===== src/hvac_ufr_pkg.sv =====
// ----------------------------------------------------------------------------
// hvac_ufr_pkg
// Types, status codes and protocol constants of the UART frame receiver.
// ----------------------------------------------------------------------------
package hvac_ufr_pkg;

  localparam int TimerWidthDef = 16;
  localparam int TimeoutWidth  = 16;

  localparam logic [TimeoutWidth-1:0] TimeoutReset = 16'd200;

  // item kinds
  localparam logic OpByte = 1'b0;
  localparam logic OpTick = 1'b1;

  // frame_status codes
  localparam logic [3:0] StInProgress = 4'd0;
  localparam logic [3:0] StBadHeader  = 4'd1;
  localparam logic [3:0] StBadSum     = 4'd2;
  localparam logic [3:0] StValue      = 4'd3;
  localparam logic [3:0] StAck        = 4'd4;
  localparam logic [3:0] StOther      = 4'd5;
  localparam logic [3:0] StTimeout    = 4'd6;
  localparam logic [3:0] StIdleTick   = 4'd7;
  localparam logic [3:0] StBadLength  = 4'd8;

  localparam logic [7:0] HdrStart   = 8'h02;
  localparam logic [7:0] HdrChecked = 8'h03;
  localparam logic [7:0] MaxCount   = 8'd248;
  localparam logic [7:0] CountPos   = 8'd6;
  localparam logic [7:0] CapFirst   = 8'd12;
  localparam logic [7:0] CapLast    = 8'd15;
  localparam logic [8:0] FrameOvh   = 9'd7;
  localparam logic [8:0] LenValueA  = 9'd15;
  localparam logic [8:0] LenAck     = 9'd16;
  localparam logic [8:0] LenValueB  = 9'd17;
  localparam logic [7:0] LenBadHdr  = 8'd1;
  localparam logic [7:0] LenBadCnt  = 8'd7;

  typedef struct packed {
    logic       op;
    logic [7:0] data;
  } item_t;

  typedef struct packed {
    logic [3:0] status;
    logic [7:0] cmd;
    logic [7:0] value;
    logic [7:0] len;
  } res_t;

endpackage


===== src/hvac_ufr_pipe.sv =====
// ----------------------------------------------------------------------------
// hvac_ufr_pipe
// One valid/ready register stage; takes a new beat whenever it is empty or
// its beat leaves in the same cycle.
// ----------------------------------------------------------------------------
module hvac_ufr_pipe #(
  parameter int Width = 8
) (
  input  logic             clk_i,
  input  logic             rst_ni,
  input  logic             valid_i,
  output logic             ready_o,
  input  logic [Width-1:0] data_i,
  output logic             valid_o,
  input  logic             ready_i,
  output logic [Width-1:0] data_o
);

  logic             valid_q;
  logic [Width-1:0] data_q;

  assign ready_o = !valid_q || ready_i;
  assign valid_o = valid_q;
  assign data_o  = data_q;

  always_ff @(posedge clk_i or negedge rst_ni) begin
    if (!rst_ni) begin
      valid_q <= 1'b0;
    end else if (ready_o) begin
      valid_q <= valid_i;
    end
  end

  always_ff @(posedge clk_i) begin
    if (valid_i && ready_o) begin
      data_q <= data_i;
    end
  end

endmodule


===== src/hvac_ufr_core.sv =====
// ----------------------------------------------------------------------------
// hvac_ufr_core
// Frame tracker: position, running checksum, payload count, captured bytes
// and idle timer; decodes one beat per cycle into one result when res_ready_i.
// ----------------------------------------------------------------------------
module hvac_ufr_core #(
  parameter int TIMER_WIDTH = hvac_ufr_pkg::TimerWidthDef
) (
  input  logic                                 clk_i,
  input  logic                                 rst_ni,
  input  logic                                 cfg_valid_i,
  input  logic [hvac_ufr_pkg::TimeoutWidth-1:0] cfg_data_i,
  input  logic                                 item_valid_i,
  output logic                                 item_ready_o,
  input  hvac_ufr_pkg::item_t                  item_i,
  output logic                                 res_valid_o,
  input  logic                                 res_ready_i,
  output hvac_ufr_pkg::res_t                   res_o
);

  localparam int CmpW = (TIMER_WIDTH > hvac_ufr_pkg::TimeoutWidth) ?
                        TIMER_WIDTH : hvac_ufr_pkg::TimeoutWidth;

  logic [hvac_ufr_pkg::TimeoutWidth-1:0] tmo_q, tmo_d;
  logic [TIMER_WIDTH-1:0] idle_q, idle_d, idle_inc;
  logic [7:0] pos_q, pos_d, pos_inc;
  logic       active_q, active_d;
  logic       unchk_q, unchk_d;
  logic [7:0] sum_q, sum_d;
  logic [7:0] cnt_q, cnt_d, cnt_eff;
  logic [3:0][7:0] cap_q, cap_d;
  logic [8:0] last, len9;
  logic       fire;
  logic [7:0] b;
  hvac_ufr_pkg::res_t res;

  assign item_ready_o = res_ready_i;
  assign fire         = item_valid_i && res_ready_i;
  assign res_valid_o  = item_valid_i;
  assign res_o        = res;
  assign b            = item_i.data;

  assign idle_inc = (idle_q == '1) ? idle_q : idle_q + 1'b1;
  assign pos_inc  = (pos_q == 8'hFF) ? pos_q : pos_q + 8'd1;
  assign cnt_eff  = (pos_q == hvac_ufr_pkg::CountPos) ? b : cnt_q;
  assign last     = {1'b0, cnt_eff} + hvac_ufr_pkg::FrameOvh;
  assign len9     = {1'b0, pos_q} + 9'd1;

  always_comb begin
    tmo_d    = cfg_valid_i ? cfg_data_i : tmo_q;
    idle_d   = idle_q;
    pos_d    = pos_q;
    active_d = active_q;
    unchk_d  = unchk_q;
    sum_d    = sum_q;
    cnt_d    = cnt_q;
    cap_d    = cap_q;
    res      = '0;
    res.status = hvac_ufr_pkg::StInProgress;

    if (fire) begin
      if (item_i.op == hvac_ufr_pkg::OpTick) begin
        idle_d = idle_inc;
        if (active_q && (CmpW'(idle_inc) > CmpW'(tmo_q))) begin
          res.status = hvac_ufr_pkg::StTimeout;
          res.len    = pos_q;
          pos_d      = '0;
          active_d   = 1'b0;
          unchk_d    = 1'b0;
          sum_d      = '0;
          cnt_d      = '0;
          cap_d      = '0;
        end else begin
          res.status = hvac_ufr_pkg::StIdleTick;
        end
      end else if (!active_q) begin
        if (b != hvac_ufr_pkg::HdrStart) begin
          res.status = hvac_ufr_pkg::StBadHeader;
          res.len    = hvac_ufr_pkg::LenBadHdr;
        end else begin
          // open a frame; the start byte stays out of the checksum
          active_d = 1'b1;
          unchk_d  = 1'b0;
          pos_d    = 8'd1;
          sum_d    = '0;
          cnt_d    = '0;
          cap_d    = '0;
          idle_d   = '0;
        end
      end else if (unchk_q || pos_q < 8'd2) begin
        sum_d  = sum_q + b;
        pos_d  = pos_inc;
        idle_d = '0;
      end else if (pos_q == 8'd2 && b != hvac_ufr_pkg::HdrChecked) begin
        // no length field: collect until the timer drops it
        unchk_d = 1'b1;
        pos_d   = pos_inc;
        idle_d  = '0;
      end else if (pos_q == hvac_ufr_pkg::CountPos && b > hvac_ufr_pkg::MaxCount) begin
        res.status = hvac_ufr_pkg::StBadLength;
        res.len    = hvac_ufr_pkg::LenBadCnt;
        pos_d      = '0;
        active_d   = 1'b0;
        unchk_d    = 1'b0;
        sum_d      = '0;
        cnt_d      = '0;
        cap_d      = '0;
      end else if (pos_q < 8'd7 || {1'b0, pos_q} < last) begin
        cnt_d  = cnt_eff;
        sum_d  = sum_q + b;
        pos_d  = pos_inc;
        idle_d = '0;
        if (pos_q >= hvac_ufr_pkg::CapFirst && pos_q <= hvac_ufr_pkg::CapLast) begin
          cap_d[pos_q[1:0]] = b;
        end
      end else begin
        // closing checksum byte
        res.len = len9[8] ? 8'hFF : len9[7:0];
        if (b != (8'd0 - sum_q)) begin
          res.status = hvac_ufr_pkg::StBadSum;
        end else if (len9 == hvac_ufr_pkg::LenValueA) begin
          res.status = hvac_ufr_pkg::StValue;
          res.cmd    = cap_q[0];
          res.value  = cap_q[1];
        end else if (len9 == hvac_ufr_pkg::LenValueB) begin
          res.status = hvac_ufr_pkg::StValue;
          res.cmd    = cap_q[2];
          res.value  = cap_q[3];
        end else if (len9 == hvac_ufr_pkg::LenAck) begin
          res.status = hvac_ufr_pkg::StAck;
        end else begin
          res.status = hvac_ufr_pkg::StOther;
        end
        pos_d    = '0;
        active_d = 1'b0;
        unchk_d  = 1'b0;
        sum_d    = '0;
        cnt_d    = '0;
        cap_d    = '0;
      end
    end
  end

  always_ff @(posedge clk_i or negedge rst_ni) begin
    if (!rst_ni) begin
      tmo_q    <= hvac_ufr_pkg::TimeoutReset;
      idle_q   <= '0;
      pos_q    <= '0;
      active_q <= 1'b0;
      unchk_q  <= 1'b0;
      sum_q    <= '0;
      cnt_q    <= '0;
      cap_q    <= '0;
    end else begin
      tmo_q    <= tmo_d;
      idle_q   <= idle_d;
      pos_q    <= pos_d;
      active_q <= active_d;
      unchk_q  <= unchk_d;
      sum_q    <= sum_d;
      cnt_q    <= cnt_d;
      cap_q    <= cap_d;
    end
  end

endmodule


===== src/hvac_uart_frame_receiver.sv =====
// ----------------------------------------------------------------------------
// hvac_uart_frame_receiver
// Checks received UART frames byte by byte and reports one result per beat.
// ----------------------------------------------------------------------------
//   channel | direction | handshake            | payload
//   --------+-----------+----------------------+------------------------------
//   in      | input     | in_valid / in_ready  | operation, byte_value
//   out     | output    | out_valid / out_ready| frame_status, command_code,
//           |           |                      | value_byte, frame_length
//   cfg     | input     | cfg_valid / cfg_ready| timeout_ticks
//
// One beat per cycle sustained while out is not stalled; each input beat
// passes the input register, then the decode into the result register.
// Reset empties both registers, closes any frame and loads timeout 200.
// A stall on out holds the result register and then the input register;
// the frame state advances only when a decoded beat moves into the result
// register. cfg_ready is always high.
// ----------------------------------------------------------------------------
module hvac_uart_frame_receiver #(
  parameter int TIMER_WIDTH = hvac_ufr_pkg::TimerWidthDef
) (
  input  logic        clk_i,
  input  logic        rst_ni,
  input  logic        in_valid_i,
  output logic        in_ready_o,
  input  logic        operation_i,
  input  logic [7:0]  byte_value_i,
  output logic        out_valid_o,
  input  logic        out_ready_i,
  output logic [3:0]  frame_status_o,
  output logic [7:0]  command_code_o,
  output logic [7:0]  value_byte_o,
  output logic [7:0]  frame_length_o,
  input  logic        cfg_valid_i,
  output logic        cfg_ready_o,
  input  logic [15:0] timeout_ticks_i
);

  hvac_ufr_pkg::item_t in_item, st_item;
  hvac_ufr_pkg::res_t  core_res, out_res;
  logic st_valid, st_ready;
  logic core_valid, core_ready;

  assign in_item.op   = operation_i;
  assign in_item.data = byte_value_i;
  assign cfg_ready_o  = 1'b1;

  hvac_ufr_pipe #(
    .Width($bits(hvac_ufr_pkg::item_t))
  ) u_in_reg (
    .clk_i  (clk_i),
    .rst_ni (rst_ni),
    .valid_i(in_valid_i),
    .ready_o(in_ready_o),
    .data_i (in_item),
    .valid_o(st_valid),
    .ready_i(st_ready),
    .data_o (st_item)
  );

  hvac_ufr_core #(
    .TIMER_WIDTH(TIMER_WIDTH)
  ) u_core (
    .clk_i       (clk_i),
    .rst_ni      (rst_ni),
    .cfg_valid_i (cfg_valid_i),
    .cfg_data_i  (timeout_ticks_i),
    .item_valid_i(st_valid),
    .item_ready_o(st_ready),
    .item_i      (st_item),
    .res_valid_o (core_valid),
    .res_ready_i (core_ready),
    .res_o       (core_res)
  );

  hvac_ufr_pipe #(
    .Width($bits(hvac_ufr_pkg::res_t))
  ) u_out_reg (
    .clk_i  (clk_i),
    .rst_ni (rst_ni),
    .valid_i(core_valid),
    .ready_o(core_ready),
    .data_i (core_res),
    .valid_o(out_valid_o),
    .ready_i(out_ready_i),
    .data_o (out_res)
  );

  assign frame_status_o = out_res.status;
  assign command_code_o = out_res.cmd;
  assign value_byte_o   = out_res.value;
  assign frame_length_o = out_res.len;

endmodule


===== config.mk =====
export PLATFORM = sky130hd
export DESIGN_NAME = hvac_uart_frame_receiver
export DESIGN_NICKNAME = d
export VERILOG_FILES = /design/src/hvac_ufr_pkg.sv /design/src/hvac_ufr_pipe.sv /design/src/hvac_ufr_core.sv /design/src/hvac_uart_frame_receiver.sv
export SDC_FILE = /design/constraint.sdc
export NUM_CORES = 1
export LEC_CHECK = 0
export ABC_AREA = 1
export BUFFER_PORTS_ARGS = -buffer_cell sky130_fd_sc_hd__buf_2
export CAP_MARGIN = 10
export CORE_ASPECT_RATIO = 1.2
export CORE_MARGIN = 3
export CORE_UTILIZATION = 45
export CTS_BUF_LIST = sky130_fd_sc_hd__clkbuf_16
export CTS_CLUSTER_SIZE = 8
export DETAILED_ROUTE_END_ITERATION = 8
export GPL_TIMING_DRIVEN = 0
export PLACE_DENSITY = 0.66
export SYNTH_ARGS = -nofsm -noshare
export SYNTH_HDL_FRONTEND = slang
export SYNTH_SLANG_ARGS = --single-unit

===== constraint.sdc =====
create_clock -name clk_i -period 3.8 [get_ports clk_i]
set_input_delay 0.57 -clock clk_i [delete_from_list [all_inputs] [get_ports clk_i]]
set_output_delay 0.57 -clock clk_i [all_outputs]
set_load 0.01 [all_outputs]

==> results.md, run 1 <==
* Outcome: complete, no violations
* Max Root-Sink Buffers at 2
* Ant. Diodes at 0
* CP arrival at 4100 ps
* Syn nets at 1007
* Vias per inst at ~5.0
* Max Cap Violations at 0
* Critical path peak fanout at 8
* Final Util at roughly 58%
* Area Overhead vs Synth at 24.1%
* Most frequent cell after synthesis: nand2_1
* Worst R2R Path Depth at 24
* Pwr Density at between 400 and 500 nW/µm²
* Post-synth ARST share at between 70% and 80%
* Register area share after synthesis at 44.6%
* Critical path, cell by cell: inv_2 > nand3_4 > nor2_8 > buf_8 > nand2_4 > and2_4 > ha_4 > buf_6 > xor2_1 > ha_1 > a21oi_2 > nor3_1 > nor3_1 > nand2_1 > nand2_1 > nand2_1 > nand2_1 > nand2_2 > nand2_4 > nand3b_1 > buf_4 > nand3_4 > nand2_2 > nand2_1
* Global Route Usage Sum at a little under 20%
* Sink Count at 129
* Fillcell total at between 1000 and 1500
* Fmax at 267 MHz
* Mapped Area at between 7000 and 8000 µm²
* DIE WIDTH at 125 µm
* Worst R2R Start: u_core.pos_q[3]
* Reg clk slew, reported paths at roughly 60 ps
* Final antenna-violating net count at 0
* First-pass GRT wire length at around 29000 µm
* Placeable Area at 16500 µm²
* Die area at 18600 µm²
* Final Max Slew Viols at 0
* Worst slew margin at around 42%
* Clock latency at the later pin of the worst-skew pair at approximately 420 ps
* Critical Path RT at approximately 4200 ps
* Placed Instance Area at between 8000 and 9000 µm²
* Post-Synthesis Cells at approximately 940
* Seq cells post-synth at roughly 130
* Number of flops mapped to enable cells by yosys at 37
* Hold Path Class: input port to asynchronous set/reset pin
* Die height at ~150 µm
* Synth top area cells: dfrtp_1 (29%), edfxtp_1 (14%), nand2_1 (12%), inv_1 (6.9%), ha_1 (6.5%)
* Congestion Overflow GR at 0
* Final period utilization at a little over nine tenths
* P_leak at ~0.0044 µW
* Share of cells above drive strength 1 at 21.6%
* CTS tree: yes
* Critical path's largest stage delay at ~460 ps
* H-tree Lvls at 4
* Slowest cell on crit path: dfrtp_1
* Worst reg2reg path endpoint: u_core.cap_q[9]
* Final worst slack at roughly 58 ps
* Initial Util at 46.6%
* Nets@finish at around 1100
* # setup viols final at 0
* Setup Skew at roughly 5.1 ps
* Cell mode on critical path: nand2_1
* Final hold slack at about 180 ps
* Finished Layout Cells at between 1000 and 1500
* Io pins at around 60
* Site Rows at 51
* R2R Setup Slk at slightly below 60 ps
* DRC at 0
* Unique cell type count in the Yosys netlist at between 40 and 50
* Routed length per placed instance at about 14 µm
* Final Instance Area at 9510 µm²
* Critical path class: flop to flop
* Pre-antenna DRT Iters at 5
* Ys flop type: dfrtp_1
* Place WS at -863 ps
* Placed Cells at roughly 1200
* 1st-iter DRT viols at around 350
* Worst Tran Pin Value at around 870 ps
* Via Count at between 6000 and 7000
* Vias in the first global route at 6098
* Initial antenna violation count at 0
* CP endpoint kind: flop
* IO buf count at 59
* DP HPWL at 13100 µm
* Final critical-path required period at roughly 3700 ps
* Post-synth top area share at about 29%
* Mean Syn Cell Area at 8.19 µm²
* Worst vdd ir at roughly 0.35 mV
* Post-synth top area cell: dfrtp_1
* Yosys warns at 0
* RSZ-0062 raised after global routing: true
* Pin count of the biggest net entering global routing at 54
* Fin. Hold Viols at 0
* Element type at the critical path start: flop
* Final wirelength at 18300 µm
* Root Driver: clkbuf_16
* Gpl congestion at about 0.87
* Post-synth top cells: nand2_1 (254), inv_1 (140), dfrtp_1 (89)
* Total CTS buffers at 17
## through the flow
stage	TNS (ps)	total power, µW
final	0	4380
after global routing	-4360	4620
after global placement	-42840	2590
after detailed placement	-44480	2620
after CTS	0	4290
after floorplan	0	2350
## flip-flops by register name, summed over array words and instances (netlist names), 8 cells and up
signal,flops
u_core.pos_q,8
u_out_reg.data_o,28
u_core.tmo_q,16
u_core.cap_q,32
u_core.cnt_q,8
u_in_reg.data_o,9
u_core.sum_q,8
u_core.idle_q,16
## timing repair
| item | 4_1_cts | 5_1_grt |
|---|---|---|
| pin swaps | 6 | 35 |
| buffers inserted | 7 | 27 |
| endpoints found under the setup margin | 100 | 100 |
| cloned | 0 | 4 |
| hold buffers | 0 | 0 |
| resized for setup | 21 | 71 |
## cells by family (layout without fill, tap and decap cells)
family,count (synthesis),count (layout),share of synthesized area (%)
buffers and inverters,172,302,9.09
muxes,1,1,0.147
xor gates and xnor gates,37,37,4.23
other,1,1,0.0489
DFF,129,129,44.6
adders and majority gates,41,41,6.79
and+or+nand+nor,442,443,26.7
AOI/OAI and AO/OA,113,113,8.44
## power by group
part	leakage, µW	internal [µW]	total [µW]	switching (µW)
clock	0.000266	1020	1640	622
sequential	0.00160	1550	1630	77.6
combinational	0.00252	434	1110	673
total	0.00438	3010	4380	1370
## cell type report
class / instances / area, µm² / share of cell area (%)
Clock inverter: 15 / 168 / 1.76
Tap cell: 212 / 265 / 2.79
Buffer: 26 / 163 / 1.71
Multi-Input combinational cell: 636 / 3860 / 40.5
Inverter: 146 / 557 / 5.85
Clock buffer: 17 / 425 / 4.47
Sequential cell: 129 / 3420 / 36.0
Timing Repair Buffer: 98 / 657 / 6.91
## worst max-delay path: cells and delay by family (launching register included)
family / cells / cell delay, ps
AND/OR/NAND/NOR: 16 / 1770
buffers and inverters: 4 / 670
adder cells (fa/ha/maj): 2 / 500
flip-flops: 1 / 460
XOR/XNOR: 1 / 150
AO/OA/AOI/OAI: 1 / 150
## how the worst max path moves through the flow
| stage | from | end | slack [ps] | cells after the start |
|---|---|---|---|---|
| 5_1_grt | u_core.pos_q[0] | u_core.cap_q[25] | -140 | 25 |
| 6_report | u_core.pos_q[3] | u_core.cap_q[9] | 60 | 24 |
| 3_3_place_gp | u_core.idle_q[7] | u_core.sum_q[3] | -860 | 21 |
| 3_5_place_dp | u_core.idle_q[7] | u_core.sum_q[3] | -860 | 20 |
| 2_1_floorplan | u_core.pos_q[0] | u_out_reg.data_o[13] | 310 | 25 |
| 4_1_cts | u_core.idle_q[7] | u_core.cap_q[9] | 0.05 | 23 |
## cells in the final DEF, fill, tap and decap left out, types with 4 or more instances in the layout
cell type,n
buf_4,34
xnor2_1,10
nor2_4,5
o21ai_0,39
clkbuf_16,18
nand4_1,19
dfrtp_1,85
nand3_4,7
dfrtp_2,4
buf_2,62
o21ai_1,5
inv_1,138
or2_2,4
clkinvlp_4,7
nor2_1,55
o22ai_1,31
ha_4,4
xor2_1,27
ha_1,36
inv_2,4
nor3_2,6
nor3_1,16
o21ai_2,9
nand2_4,6
a21oi_1,17
clkbuf_1,13
nand3b_1,33
nand2_1,233
nand3_1,23
nand2_2,23
buf_6,6
edfxtp_1,37
## layer usage
layer	global-route usage [%]	wire length (µm)	part of all wire, %	vias up
met5	0	0	0	-
met4	8.51	448	2.4	0
met3	3.15	776	4.2	30
met2	36.2	9630	53	146
met1	22.4	7480	41	2976
li1	-	-	-	3284
Note: power is estimated with default switching activity, not from simulation.
==> run 2, diff against run 1 <==
Settings changed: PLACE_DENSITY 0.66 to not set.
==> run 2 against run 1 <==
  * Clock-buffer cell count is the same
  * Sequential share of layout area is 0.20 points higher
  * Worst hold slack lost 57 ps
  * Setup slack better by 120 ps
  * Critical endpoint is now u_core.cap_q[0]
==> results.md, run 2 (same netlist as run 1, synthesis figures left out) <==
* Outcome: complete, no violations
* Die area at ~19000 µm²
* Reg clk slew, reported paths at ~60 ps
* Site Rows at 51
* Total CTS buffers at 17
* Cell mode on critical path: nand2_1
* Proportion of power drawn by combinational gates at a little over a quarter
* Most frequent cells in the layout: nand2_1 (244), inv_1 (138), dfrtp_1 (85)
* Max Cap Violations at 0
* Final wirelength at roughly 19000 µm
* Initial Util at roughly 47%
* CTS tree: yes
* Pin count of the biggest net entering global routing at 54
* Routed length per placed instance at around 15 µm
* Critical path's largest stage delay at ~440 ps
* # setup viols final at 0
* Element type at the critical path start: flop
* Area Overhead vs Synth at 23.4%
* CP Buf/Inv Count at 4
* Via Count at roughly 6400
* Critical path class: flop to flop
* Vias per inst at around 5.0
* Worst vdd ir at around 0.31 mV
* CP arrival at approximately 4000 ps
* Net Sw Power at 1400 µW
* Hold Path Class: input port to asynchronous set/reset pin
* Congestion Overflow GR at 0
* Placeable Area at around 16000 µm²
* Global Route Usage Sum at approximately a fifth
* Critical path peak fanout at 6
* Fmax at 276 MHz
* Clock latency at the later pin of the worst-skew pair at 430 ps
* Delay-heaviest family, CP: simple AND/OR/NAND/NOR gates
* Setup Skew at between 5 and 6 ps
* Largest register FFs at 32
* Clock share of power at 36.3%
* CP endpoint kind: flop
* Final period utilization at 95.2%
* DRC at 0
* Reg power frac at 37.5%
* Fin. Hold Viols at 0
* Root Driver: clkbuf_16
* First-pass GRT wire length at around 30000 µm
* Placed Cells at 1208
* Nets@finish at between 1000 and 1500
* Die height at ~150 µm
* Ant. Diodes at 0
* Worst Tran Pin Value at 941 ps
* Share of cells above drive strength 1 at 20.7%
* Finished Layout Cells at 1278
* Worst slew margin at between 30 and 40%
* Internal power at between 2000 and 3000 µW
* Power Total at between 4000 and 5000 µW
* Critical Path RT at 4160 ps
* Final Max Slew Viols at 0
* WP depth at 26
* Slowest cell on crit path: dfrtp_2
* P_leak at between 0.004 and 0.005 µW
* Sink Count at approximately 130
* Gpl congestion at around 0.85
* TNS Setup at 0 ps
* Worst R2R Path Depth at 26
* Worst R2R Start: u_core.pos_q[0]
* Pre-antenna DRT Iters at 4
* Initial antenna violation count at 0
* Max Root-Sink Buffers at 2
* Switch share at around 32%
* Io pins at 61
* 1st-iter DRT viols at around 330
* Pwr Density at between 400 and 500 nW/µm²
* IO buf count at 59
* DP HPWL at 13600 µm
* Commonest non-fill, non-tap cell in the layout: nand2_1
* H-tree Lvls at 4
* Critical Path Start: u_core.pos_q[0]
* Final antenna-violating net count at 0
* Vias in the first global route at between 6000 and 7000
* Hold Buf Count CTS at 0
* Biggest register: u_core.cap_q
* DIE WIDTH at 125 µm
* Final critical-path required period at 3620 ps
[run 2: cell types whose count changed in the layout (fill, tap and decap cells not counted), sizes merged]
| cell | delta |
|---|---|
| clkinvlp | -3 |
| clkbuf | +1 |
| buf | -3 |
| nand2 | +1 |
| inv | +1 |
| clkinv | +3 |
| bufinv | -1 |
[run 2: metal layers]
layer | wire, µm | global-route usage [%]
met5 | 0 | 0
met4 | 802 | 11.1
met3 | 840 | 4.26
met2 | 9490 | 35.8
met1 | 7790 | 24.7
[run 2: layout make-up]
class | count | area [µm²]
Multi-Input combinational cell | 637 | 3830
Clock inverter | 15 | 144
Buffer | 26 | 159
Inverter | 146 | 556
Timing Repair Buffer | 96 | 654
Sequential cell | 129 | 3420
Tap cell | 212 | 265
Clock buffer | 17 | 425
Fill cell | 1569 | 7000
[run 2: final timing paths]
check	to	slack [ps]
max	u_core.cap_q[0]	180
min	u_core.pos_q[5]	130
max reg2reg	u_core.cap_q[0]	180
min reg2reg	u_core.cap_q[7]	470
max in group asynchronous	u_core.tmo_q[6]	2950
min in group clk_i	u_in_reg.data_o[3]	320
[run 2: through the flow]
stage               hold slack, ps  worst slack (ps)  instance area [µm²]  utilization [%]
global placement               456              -917                 8230             50.0
CTS                            131              13.6                 8980             54.5
detailed placement             459              -883                 8260             50.2
global route                   157             -13.3                 9460             57.5
finish                         128               182                 9460             57.5
floorplan                      274               309                 7670                -
[run 2: power by group through the flow]
| stage | combinational, µW | clock, µW | sequential [µW] |
|---|---|---|---|
| final | 1150 | 1580 | 1640 |
| after global routing | 1290 | 1680 | 1650 |
| after CTS | 1000 | 1620 | 1640 |
| after detailed placement | 978 | 0 | 1660 |
| after global placement | 959 | 0 | 1660 |
| after floorplan | 689 | 0 | 1660 |
[run 2: what timing repair did]
item | in CTS | in global routing
hold endpoints to repair | 0 | 0
gates resized for setup | 22 | 52
setup buffers | 10 | 22
pin swaps | 6 | 22
setup endpoints to repair | 99 | 100
cloned | 0 | 5
